$ cat config.mk
export PLATFORM = sky130hd
export DESIGN_NAME = vole_instruction_execute
export DESIGN_NICKNAME = d
export VERILOG_FILES = /design/src/hw/rtl/vole_pkg.sv /design/src/hw/rtl/vole_instruction_execute.sv /design/src/hw/rtl/vole_alu.sv
export SDC_FILE = /design/constraint.sdc
export NUM_CORES = 2
export LEC_CHECK = 0
export ABC_AREA = 1
export BUFFER_PORTS_ARGS = -buffer_cell sky130_fd_sc_hd__buf_2
export CELL_PAD_IN_SITES_DETAIL_PLACEMENT = 0
export CELL_PAD_IN_SITES_GLOBAL_PLACEMENT = 2
export CORE_MARGIN = 5
export CORE_UTILIZATION = 40
export DETAILED_ROUTE_END_ITERATION = 6
export GPL_TIMING_DRIVEN = 1
export PLACE_DENSITY_LB_ADDON = 0.1
export SYNTH_ARGS = -nofsm -noshare
export SYNTH_HDL_FRONTEND = slang
export SYNTH_SLANG_ARGS = --single-unit
$ cat constraint.sdc
create_clock -name clock -period 12.1 [get_ports clock]
set_input_delay 0.605 -clock clock [delete_from_list [all_inputs] [get_ports clock]]
set_output_delay 0.605 -clock clock [all_outputs]
set_load 0.01 [all_outputs]
$ cat src/hw/rtl/vole_pkg.sv
// Shared types, opcodes and sizes for the instruction execute block.
`default_nettype none
package vole_pkg;

   localparam int MEM_DEPTH_DEF = 256;
   localparam int REG_COUNT_DEF = 16;

   typedef enum logic [3:0] {
      OP_LOAD_MEM = 4'h1,
      OP_LOAD_IMM = 4'h2,
      OP_STORE    = 4'h3,
      OP_MOVE     = 4'h4,
      OP_ADD_INT  = 4'h5,
      OP_ADD_FLT  = 4'h6,
      OP_OR       = 4'h7,
      OP_AND      = 4'h8,
      OP_XOR      = 4'h9,
      OP_ROTATE   = 4'hA,
      OP_JUMP_EQ  = 4'hB,
      OP_HALT     = 4'hC
   } op_type;

   typedef enum logic {
      ST_IDLE,
      ST_EXEC
   } state_type;

   typedef struct packed {
      logic       reg_we;
      logic [7:0] reg_wdata;
      logic       mem_we;
      logic       jump_taken;
      logic [7:0] jump_target;
      logic       halted;
      logic       screen_valid;
      logic [7:0] screen_byte;
      logic       bad_opcode;
   } alu_out_type;

endpackage
`default_nettype wire

$ cat src/hw/rtl/vole_instruction_execute.sv
// Top level: request capture, register file and data memory, execute and response register.
// Operands are read into registers when a request is accepted (operand read), then it executes,
// writes back and loads the response register. No new request is taken while one executes.
// A new request waits until the output register is empty or drains in the same cycle.
// Reset clears the control state and the valid bits of both memories, so every
// register and memory byte reads as zero until written; no clearing pass is needed.
`default_nettype none
module vole_instruction_execute
   import vole_pkg::*;
#(
   parameter int MEM_DEPTH = MEM_DEPTH_DEF,
   parameter int REG_COUNT = REG_COUNT_DEF
)
(
   input  wire logic        clock,
   input  wire logic        reset,
   input  wire logic        req_valid,
   output logic             req_ready,
   input  wire logic        req_mode,
   input  wire logic [15:0] req_instruction_word,
   input  wire logic [7:0]  req_load_address,
   input  wire logic [7:0]  req_load_data,
   output logic             rsp_valid,
   input  wire logic        rsp_ready,
   output logic             rsp_jump_taken,
   output logic [7:0]       rsp_jump_target,
   output logic             rsp_halted,
   output logic             rsp_screen_valid,
   output logic [7:0]       rsp_screen_byte,
   output logic             rsp_bad_opcode
);

   localparam int MA_W = $clog2(MEM_DEPTH);
   localparam int RA_W = $clog2(REG_COUNT);

   logic [7:0]  reg_mem [REG_COUNT];
   logic [7:0]  data_mem [MEM_DEPTH];
   logic [REG_COUNT-1:0] reg_vld_ff;
   logic [MEM_DEPTH-1:0] mem_vld_ff;

   state_type   state_ff, state_in;
   logic        accept;
   logic [3:0]  req_op;
   logic [RA_W-1:0] rd_a_addr, rd_b_addr;
   logic [MA_W-1:0] rd_m_addr;

   logic        mode_ff;
   logic [15:0] instr_ff;
   logic [7:0]  laddr_ff;
   logic [7:0]  ldata_ff;
   logic [7:0]  rd_a_ff, rd_b_ff, rd_m_ff;
   logic        rd_a_vld_ff, rd_b_vld_ff, rd_m_vld_ff;
   logic [7:0]  val_a, val_b, mem_val;
   logic [RA_W-1:0] wr_addr;
   logic [MA_W-1:0] mem_waddr;
   logic [7:0]  mem_wdata;
   logic        mem_we;
   logic        exec;
   alu_out_type alu_out;

   logic        rsp_valid_ff;
   alu_out_type rsp_ff;

   assign accept = req_valid && req_ready;
   assign exec   = (state_ff == ST_EXEC);
   assign req_op = req_instruction_word[15:12];

   always_comb begin
      if (req_op == OP_MOVE || req_op == OP_ADD_INT || req_op == OP_ADD_FLT ||
          req_op == OP_OR || req_op == OP_AND || req_op == OP_XOR) begin
         rd_a_addr = RA_W'(req_instruction_word[7:4]);
      end else begin
         rd_a_addr = RA_W'(req_instruction_word[11:8]);
      end
      if (req_op == OP_JUMP_EQ) begin
         rd_b_addr = '0;
      end else begin
         rd_b_addr = RA_W'(req_instruction_word[3:0]);
      end
      rd_m_addr = MA_W'(req_instruction_word[7:0]);
   end

   always_ff @(posedge clock) begin
      if (reset) begin
         state_ff <= ST_IDLE;
      end else begin
         state_ff <= state_in;
      end
   end

   always_comb begin
      state_in  = state_ff;
      req_ready = (state_ff == ST_IDLE) && (!rsp_valid_ff || rsp_ready);
      case (state_ff)
         ST_IDLE: begin
            if (accept) begin
               state_in = ST_EXEC;
            end
         end
         ST_EXEC: begin
            state_in = ST_IDLE;
         end
         default: begin
            state_in = ST_IDLE;
         end
      endcase
   end

   // capture request and read operands
   always_ff @(posedge clock) begin
      if (accept) begin
         mode_ff  <= req_mode;
         instr_ff <= req_instruction_word;
         laddr_ff <= req_load_address;
         ldata_ff <= req_load_data;
         rd_a_ff  <= reg_mem[rd_a_addr];
         rd_b_ff  <= reg_mem[rd_b_addr];
         rd_m_ff  <= data_mem[rd_m_addr];
      end
   end

   always_ff @(posedge clock) begin
      if (reset) begin
         rd_a_vld_ff <= 1'b0;
         rd_b_vld_ff <= 1'b0;
         rd_m_vld_ff <= 1'b0;
      end else if (accept) begin
         rd_a_vld_ff <= reg_vld_ff[rd_a_addr];
         rd_b_vld_ff <= reg_vld_ff[rd_b_addr];
         rd_m_vld_ff <= mem_vld_ff[rd_m_addr];
      end
   end

   assign val_a   = rd_a_vld_ff ? rd_a_ff : 8'h00;
   assign val_b   = rd_b_vld_ff ? rd_b_ff : 8'h00;
   assign mem_val = rd_m_vld_ff ? rd_m_ff : 8'h00;

   vole_alu u_alu (
      .load_mode (mode_ff),
      .instr     (instr_ff),
      .val_a     (val_a),
      .val_b     (val_b),
      .mem_val   (mem_val),
      .alu_out   (alu_out)
   );

   always_comb begin
      if (instr_ff[15:12] == OP_MOVE) begin
         wr_addr = RA_W'(instr_ff[3:0]);
      end else begin
         wr_addr = RA_W'(instr_ff[11:8]);
      end
      if (mode_ff) begin
         mem_waddr = MA_W'(laddr_ff);
         mem_wdata = ldata_ff;
      end else begin
         mem_waddr = MA_W'(instr_ff[7:0]);
         mem_wdata = val_a;
      end
      mem_we = exec && (mode_ff || alu_out.mem_we);
   end

   // write back
   always_ff @(posedge clock) begin
      if (exec && alu_out.reg_we) begin
         reg_mem[wr_addr] <= alu_out.reg_wdata;
      end
      if (mem_we) begin
         data_mem[mem_waddr] <= mem_wdata;
      end
   end

   always_ff @(posedge clock) begin
      if (reset) begin
         reg_vld_ff <= '0;
         mem_vld_ff <= '0;
      end else begin
         if (exec && alu_out.reg_we) begin
            reg_vld_ff[wr_addr] <= 1'b1;
         end
         if (mem_we) begin
            mem_vld_ff[mem_waddr] <= 1'b1;
         end
      end
   end

   // response register
   always_ff @(posedge clock) begin
      if (reset) begin
         rsp_valid_ff <= 1'b0;
      end else if (exec) begin
         rsp_valid_ff <= 1'b1;
      end else if (rsp_ready) begin
         rsp_valid_ff <= 1'b0;
      end
   end

   always_ff @(posedge clock) begin
      if (exec) begin
         rsp_ff <= alu_out;
      end
   end

   assign rsp_valid        = rsp_valid_ff;
   assign rsp_jump_taken   = rsp_ff.jump_taken;
   assign rsp_jump_target  = rsp_ff.jump_target;
   assign rsp_halted       = rsp_ff.halted;
   assign rsp_screen_valid = rsp_ff.screen_valid;
   assign rsp_screen_byte  = rsp_ff.screen_byte;
   assign rsp_bad_opcode   = rsp_ff.bad_opcode;

endmodule
`default_nettype wire

$ cat src/hw/rtl/vole_alu.sv
// Operation decode and datapath: load, integer, float, logic, rotate, jump, store, halt and bad-opcode results.
`default_nettype none
module vole_alu
   import vole_pkg::*;
(
   input  wire logic        load_mode,
   input  wire logic [15:0] instr,
   input  wire logic [7:0]  val_a,
   input  wire logic [7:0]  val_b,
   input  wire logic [7:0]  mem_val,
   output alu_out_type      alu_out
);

   logic [3:0]         op;
   logic [7:0]         xy;
   logic [2:0]         rot;
   logic [15:0]        rot_wide;
   logic [10:0]        fa_mag;
   logic [10:0]        fb_mag;
   logic signed [12:0] fa_s;
   logic signed [12:0] fb_s;
   logic signed [12:0] fsum;
   logic [11:0]        fmag;
   logic [3:0]         fexp;
   logic [11:0]        fshift;
   logic [7:0]         fres;

   assign op       = instr[15:12];
   assign xy       = instr[7:0];
   assign rot      = instr[2:0];
   assign rot_wide = {val_a, val_a} >> rot;

   always_comb begin
      fa_mag = 11'({7'b0, val_a[3:0]} << val_a[6:4]);
      fb_mag = 11'({7'b0, val_b[3:0]} << val_b[6:4]);
      fa_s   = val_a[7] ? -$signed({2'b0, fa_mag}) : $signed({2'b0, fa_mag});
      fb_s   = val_b[7] ? -$signed({2'b0, fb_mag}) : $signed({2'b0, fb_mag});
      fsum   = fa_s + fb_s;
      fmag   = fsum[12] ? 12'(-fsum) : fsum[11:0];
      fexp   = 4'd0;
      for (int i = 1; i <= 8; i++) begin
         if (fmag[i + 3]) begin
            fexp = 4'(i);
         end
      end
      fshift = fmag >> fexp;
      if (fsum == 13'sd0) begin
         fres = 8'h00;
      end else if (fexp[3]) begin
         fres = {fsum[12], 7'h7F};
      end else begin
         fres = {fsum[12], fexp[2:0], fshift[3:0]};
      end
   end

   always_comb begin
      alu_out = '0;
      if (!load_mode) begin
         case (op)
            OP_LOAD_MEM: begin
               alu_out.reg_we    = 1'b1;
               alu_out.reg_wdata = mem_val;
            end
            OP_LOAD_IMM: begin
               alu_out.reg_we    = 1'b1;
               alu_out.reg_wdata = xy;
            end
            OP_STORE: begin
               alu_out.mem_we = 1'b1;
               if (xy == 8'h00) begin
                  alu_out.screen_valid = 1'b1;
                  alu_out.screen_byte  = val_a;
               end
            end
            OP_MOVE: begin
               alu_out.reg_we    = 1'b1;
               alu_out.reg_wdata = val_a;
            end
            OP_ADD_INT: begin
               alu_out.reg_we    = 1'b1;
               alu_out.reg_wdata = val_a + val_b;
            end
            OP_ADD_FLT: begin
               alu_out.reg_we    = 1'b1;
               alu_out.reg_wdata = fres;
            end
            OP_OR: begin
               alu_out.reg_we    = 1'b1;
               alu_out.reg_wdata = val_a | val_b;
            end
            OP_AND: begin
               alu_out.reg_we    = 1'b1;
               alu_out.reg_wdata = val_a & val_b;
            end
            OP_XOR: begin
               alu_out.reg_we    = 1'b1;
               alu_out.reg_wdata = val_a ^ val_b;
            end
            OP_ROTATE: begin
               alu_out.reg_we    = 1'b1;
               alu_out.reg_wdata = rot_wide[7:0];
            end
            OP_JUMP_EQ: begin
               if (val_a == val_b) begin
                  alu_out.jump_taken  = 1'b1;
                  alu_out.jump_target = xy;
               end
            end
            OP_HALT: begin
               alu_out.halted = 1'b1;
            end
            default: begin
               alu_out.bad_opcode = 1'b1;
            end
         endcase
      end
   end

endmodule
`default_nettype wire

==> impl_metrics.py <==
metrics = {
    "clocking": {
        "cts_setup_buffers": 0,
        "cts-root-buf": "clkbuf_16",
        "cts-resized-gates": 0,
        "cts-htree-levels": 5,
        "clk_path_buf_depth": 4,
        "clk_latency_ps": 870,
        "cts_tree": "yes",
        "cts_buffers": 293,
        "cts.sinks": 2530,
        "path_clk_slew_ps": 60,
    },
    "route": {
        "wl_met3_um": 22520,
        "routed-via-count": 72260,
        "drtIter0Drc": 7015,
        "firstDrtPassIters": 6,
        "dr.max_layer_used": "met5",
        "antenna_left": 0,
        "met1_length_um": 158000,
        "route.detailed.drc": 0,
        "wl_met2_um": 156500,
        "drt_wl_total_um": 347300,
        "via_per_inst": 5.807,
        "wl_per_cell_um": 27.91,
    },
    "die": {
        "initial_utilization_pct": 40.25,
        "coreArea_mm2": 0.2572,
        "die-height_um": 518.7,
        "die_w_um": 518.7,
        "row_count": 186,
        "io-pin-count": 59,
        "die-area_mm2": 0.2691,
    },
    "layout": {
        "post_layout_nonfiller_instances": 12440,
        "nNetsFinal": 8884,
        "syn2layout_area_growth_pct": 12.87,
        "drive_gt1_share_pct": 8.144,
        "design_area_mm2": 0.1168,
    },
    "place": {
        "io_buffers": 58,
        "hpwl_um": 203500,
        "placed_cells": 11880,
        "place_area_mm2": 0.1074,
        "gp_congestion": 0.8447,
    },
    "worst_setup_path": {
        "worstSetupEndpoint": "reg_mem[7][1]",
        "reg2reg_to": "reg_mem[7][1]",
        "required_ps": 12560,
        "cp-start-kind": "register",
        "arrival_ps": 7170,
        "critPathMaxStageDelay_ps": 830,
        "ff2ff_path_depth": 30,
        "r2r-start": "rd_a_vld_ff",
        "startpoint": "rd_a_vld_ff",
        "crit_slowest_cell": "a21oi_1",
        "path_common_cell": "nand2_1",
        "path_max_fanout": 16,
        "r2r_slack_ps": 5390,
        "worstSetupPathType": "register to register",
        "cp-end-kind": "register",
    },
    "logic_synthesis": {
        "synth.avg_cell_area_um2": 11.62,
        "ys_seq_area_share_pct": 70.71,
        "synth_nets": 8975,
        "ys_warn_count": 0,
        "synth_cell_types": 56,
        "synthTopCellsByArea": "edfxtp_1 (65%), nor2_1 (8.2%), o21ai_0 (8.1%)",
        "synth_ff_type": "edfxtp_1",
        "synth_top_area_share_pct": 65.36,
        "ys_ff_latch": 2530,
        "async_reset_ff_share_pct": 0,
        "postSynthCellCount": 8908,
        "synthesis.area_mm2": 0.1035,
        "synth_edf_count": 2253,
        "yosysTopAreaCell": "edfxtp_1",
        "ys_top_cells_by_count": "edfxtp_1 (2253), nor2_1 (2253), o21ai_0 (1673)",
    },
    "global_route": {
        "grt_max_degree": 181,
        "antenna_found_initial": 23,
        "grt_pass1_wl_um": 500200,
        "grt_use_total_pct": 24.97,
        "grt_pass1_vias": 68130,
        "overflow": 0,
    },
    "pwr": {
        "p_seq_share_pct": 48.4,
        "power_frac_comb_pct": 8.6,
        "pwr_density_cell_mw_per_mm2": 170.4,
        "p_switching_w": 0.004911,
        "clkPwrFrac_pct": 43.0,
        "ir_worst_vdd_uv": 133.0,
        "switching_share_pct": 24.66,
        "power_leakage_nw": 38.11,
        "internal-power_w": 0.01500,
    },
    "timing": {
        "min_period_ps": 6705,
        "tns_ps": 0,
        "slew_headroom_pct": 15.44,
        "finalHoldViolCount": 0,
        "slew_violations": 0,
        "fmax_ghz": 0.1491,
        "rsz0062_at_grt": "no",
        "tightest_slew_ps": 1264,
        "fin_worst_skew_ps": 63.90,
        "layout_worst_path_cycle_share_pct": 55.42,
        "finalSetupViolCount": 0,
    },
    "hold_path": {
        "min_path_type": "input port to register",
    },
    "status": {
        "status": "finished, final reports clean",
    },
    "flow_run": {
        "drv_cap": 0,
    },
}
-- stage by stage --
stage | total power (W) | util, % | hold WS [ps] | worst slack [ps]
floorplan | 0.01093 | - | 434.9 | -831.0
global placement | 0.01154 | 41.75 | 441.0 | 5367
global route | 0.02055 | 45.43 | 30.24 | 4782
finish | 0.01991 | 45.43 | 76.94 | 5395
detailed placement | 0.01154 | 41.75 | 447.7 | 5355
CTS | 0.02006 | 45.42 | 11.41 | 5371
-- worst max-delay path, delay by kind of cell (launching register included) --
kind                     cells  cell delay, ps
AND/OR/NAND/NOR             17            2480
AO/OA/AOI/OAI                4            1420
adder cells (fa/ha/maj)      2             720
flip-flops                   1             710
buffers and inverters        5             610
XOR/XNOR                     2             400
-- power by group through the flow --
stage / Clock (W) / Combinational (W) / Sequential, W
2_1_floorplan: 0 / 0.000978 / 0.00995
3_3_place_gp: 0 / 0.00172 / 0.00983
3_5_place_dp: 0 / 0.00171 / 0.00983
4_1_cts: 0.00870 / 0.00172 / 0.00964
5_1_grt: 0.00906 / 0.00185 / 0.00964
6_report: 0.00855 / 0.00171 / 0.00965
-- metal layers --
| layer | global-route usage [%] | vias to the layer above |
|---|---|---|
| met1 | 36.87 | 36820 |
| met2 | 38.64 | 2511 |
| li1 | - | 32450 |
| met5 | 0 | - |
| met4 | 7.107 | 2 |
| met3 | 3.524 | 481 |
-- worst min-delay path by stage --
stage,cells past startpoint,from,slack (ps),to
3_5_place_dp,1,mem_vld_ff[130],450,mem_vld_ff[130]
5_1_grt,1,req_instruction_word[8],30,instr_ff[8]
2_1_floorplan,2,mem_vld_ff[109],430,mem_vld_ff[109]
6_report,1,req_instruction_word[8],80,instr_ff[8]
3_3_place_gp,1,mem_vld_ff[82],440,mem_vld_ff[82]
4_1_cts,1,req_instruction_word[2],10,instr_ff[2]
-- cell type report --
class,count,area [um2]
Antenna cell,10,25.02
Clock buffer,419,8190
Clock inverter,109,1005
Fill cell,23490,140300
Inverter,202,793.3
Multi-Input combinational cell,5544,27360
Sequential cell,2530,73200
Tap cell,3384,4234
Timing Repair Buffer,246,2029
-- registers in the layout, summed over array words and instances (netlist names), 8 cells and up --
name             cells
data_mem          2048
reg_vld_ff          16
ldata_ff             8
laddr_ff             8
rd_a_ff              8
rsp_jump_target      8
rd_m_ff              8
instr_ff            16
reg_mem            128
rsp_screen_byte      8
mem_vld_ff         256
rd_b_ff              8
-- placed cells by master (no fill, tap or decap), types with 16 or more instances in the layout --
cell type and instances:
edfxtp_1 2253, nor2_1 2242, o21ai_0 1662, o22ai_1 732, clkbuf_16 297, dfxtp_1 277
nand2_1 212, o21a_1 188, inv_1 175, buf_4 146, nand3_1 116, clkbuf_1 92
a21oi_1 58, o32ai_1 53, buf_2 53, clkinv_1 45, clkinv_2 37, o221ai_1 35
clkbuf_8 30, ha_1 29, nand3_2 25, dlygate4sd3_1 24, xor2_1 20, nand2_2 18
buf_12 18, o211ai_1 17, inv_2 16, nor2_2 16, o311ai_0 16
-- kinds of logic (layout without fill, tap and decap cells) --
logic type | Yosys count | after routing | synth area share [%]
AO/OA/AOI/OAI | 2806 | 2806 | 15.42
XOR/XNOR | 35 | 35 | 0.3034
adder cells (fa/ha/maj) | 30 | 30 | 0.3699
buffers and inverters | 834 | 976 | 3.068
flip-flops | 2530 | 2530 | 70.71
multiplexers | 5 | 5 | 0.04835
other | 0 | 10 | 0
AND/OR/NAND/NOR | 2668 | 2668 | 10.08
-- timing repair --
item,CTS,global route
endpoints found under the setup margin,0,0
hold endpoints to repair,24,0
hold buffers,24,0
Power figures use the tool's default switching activity.
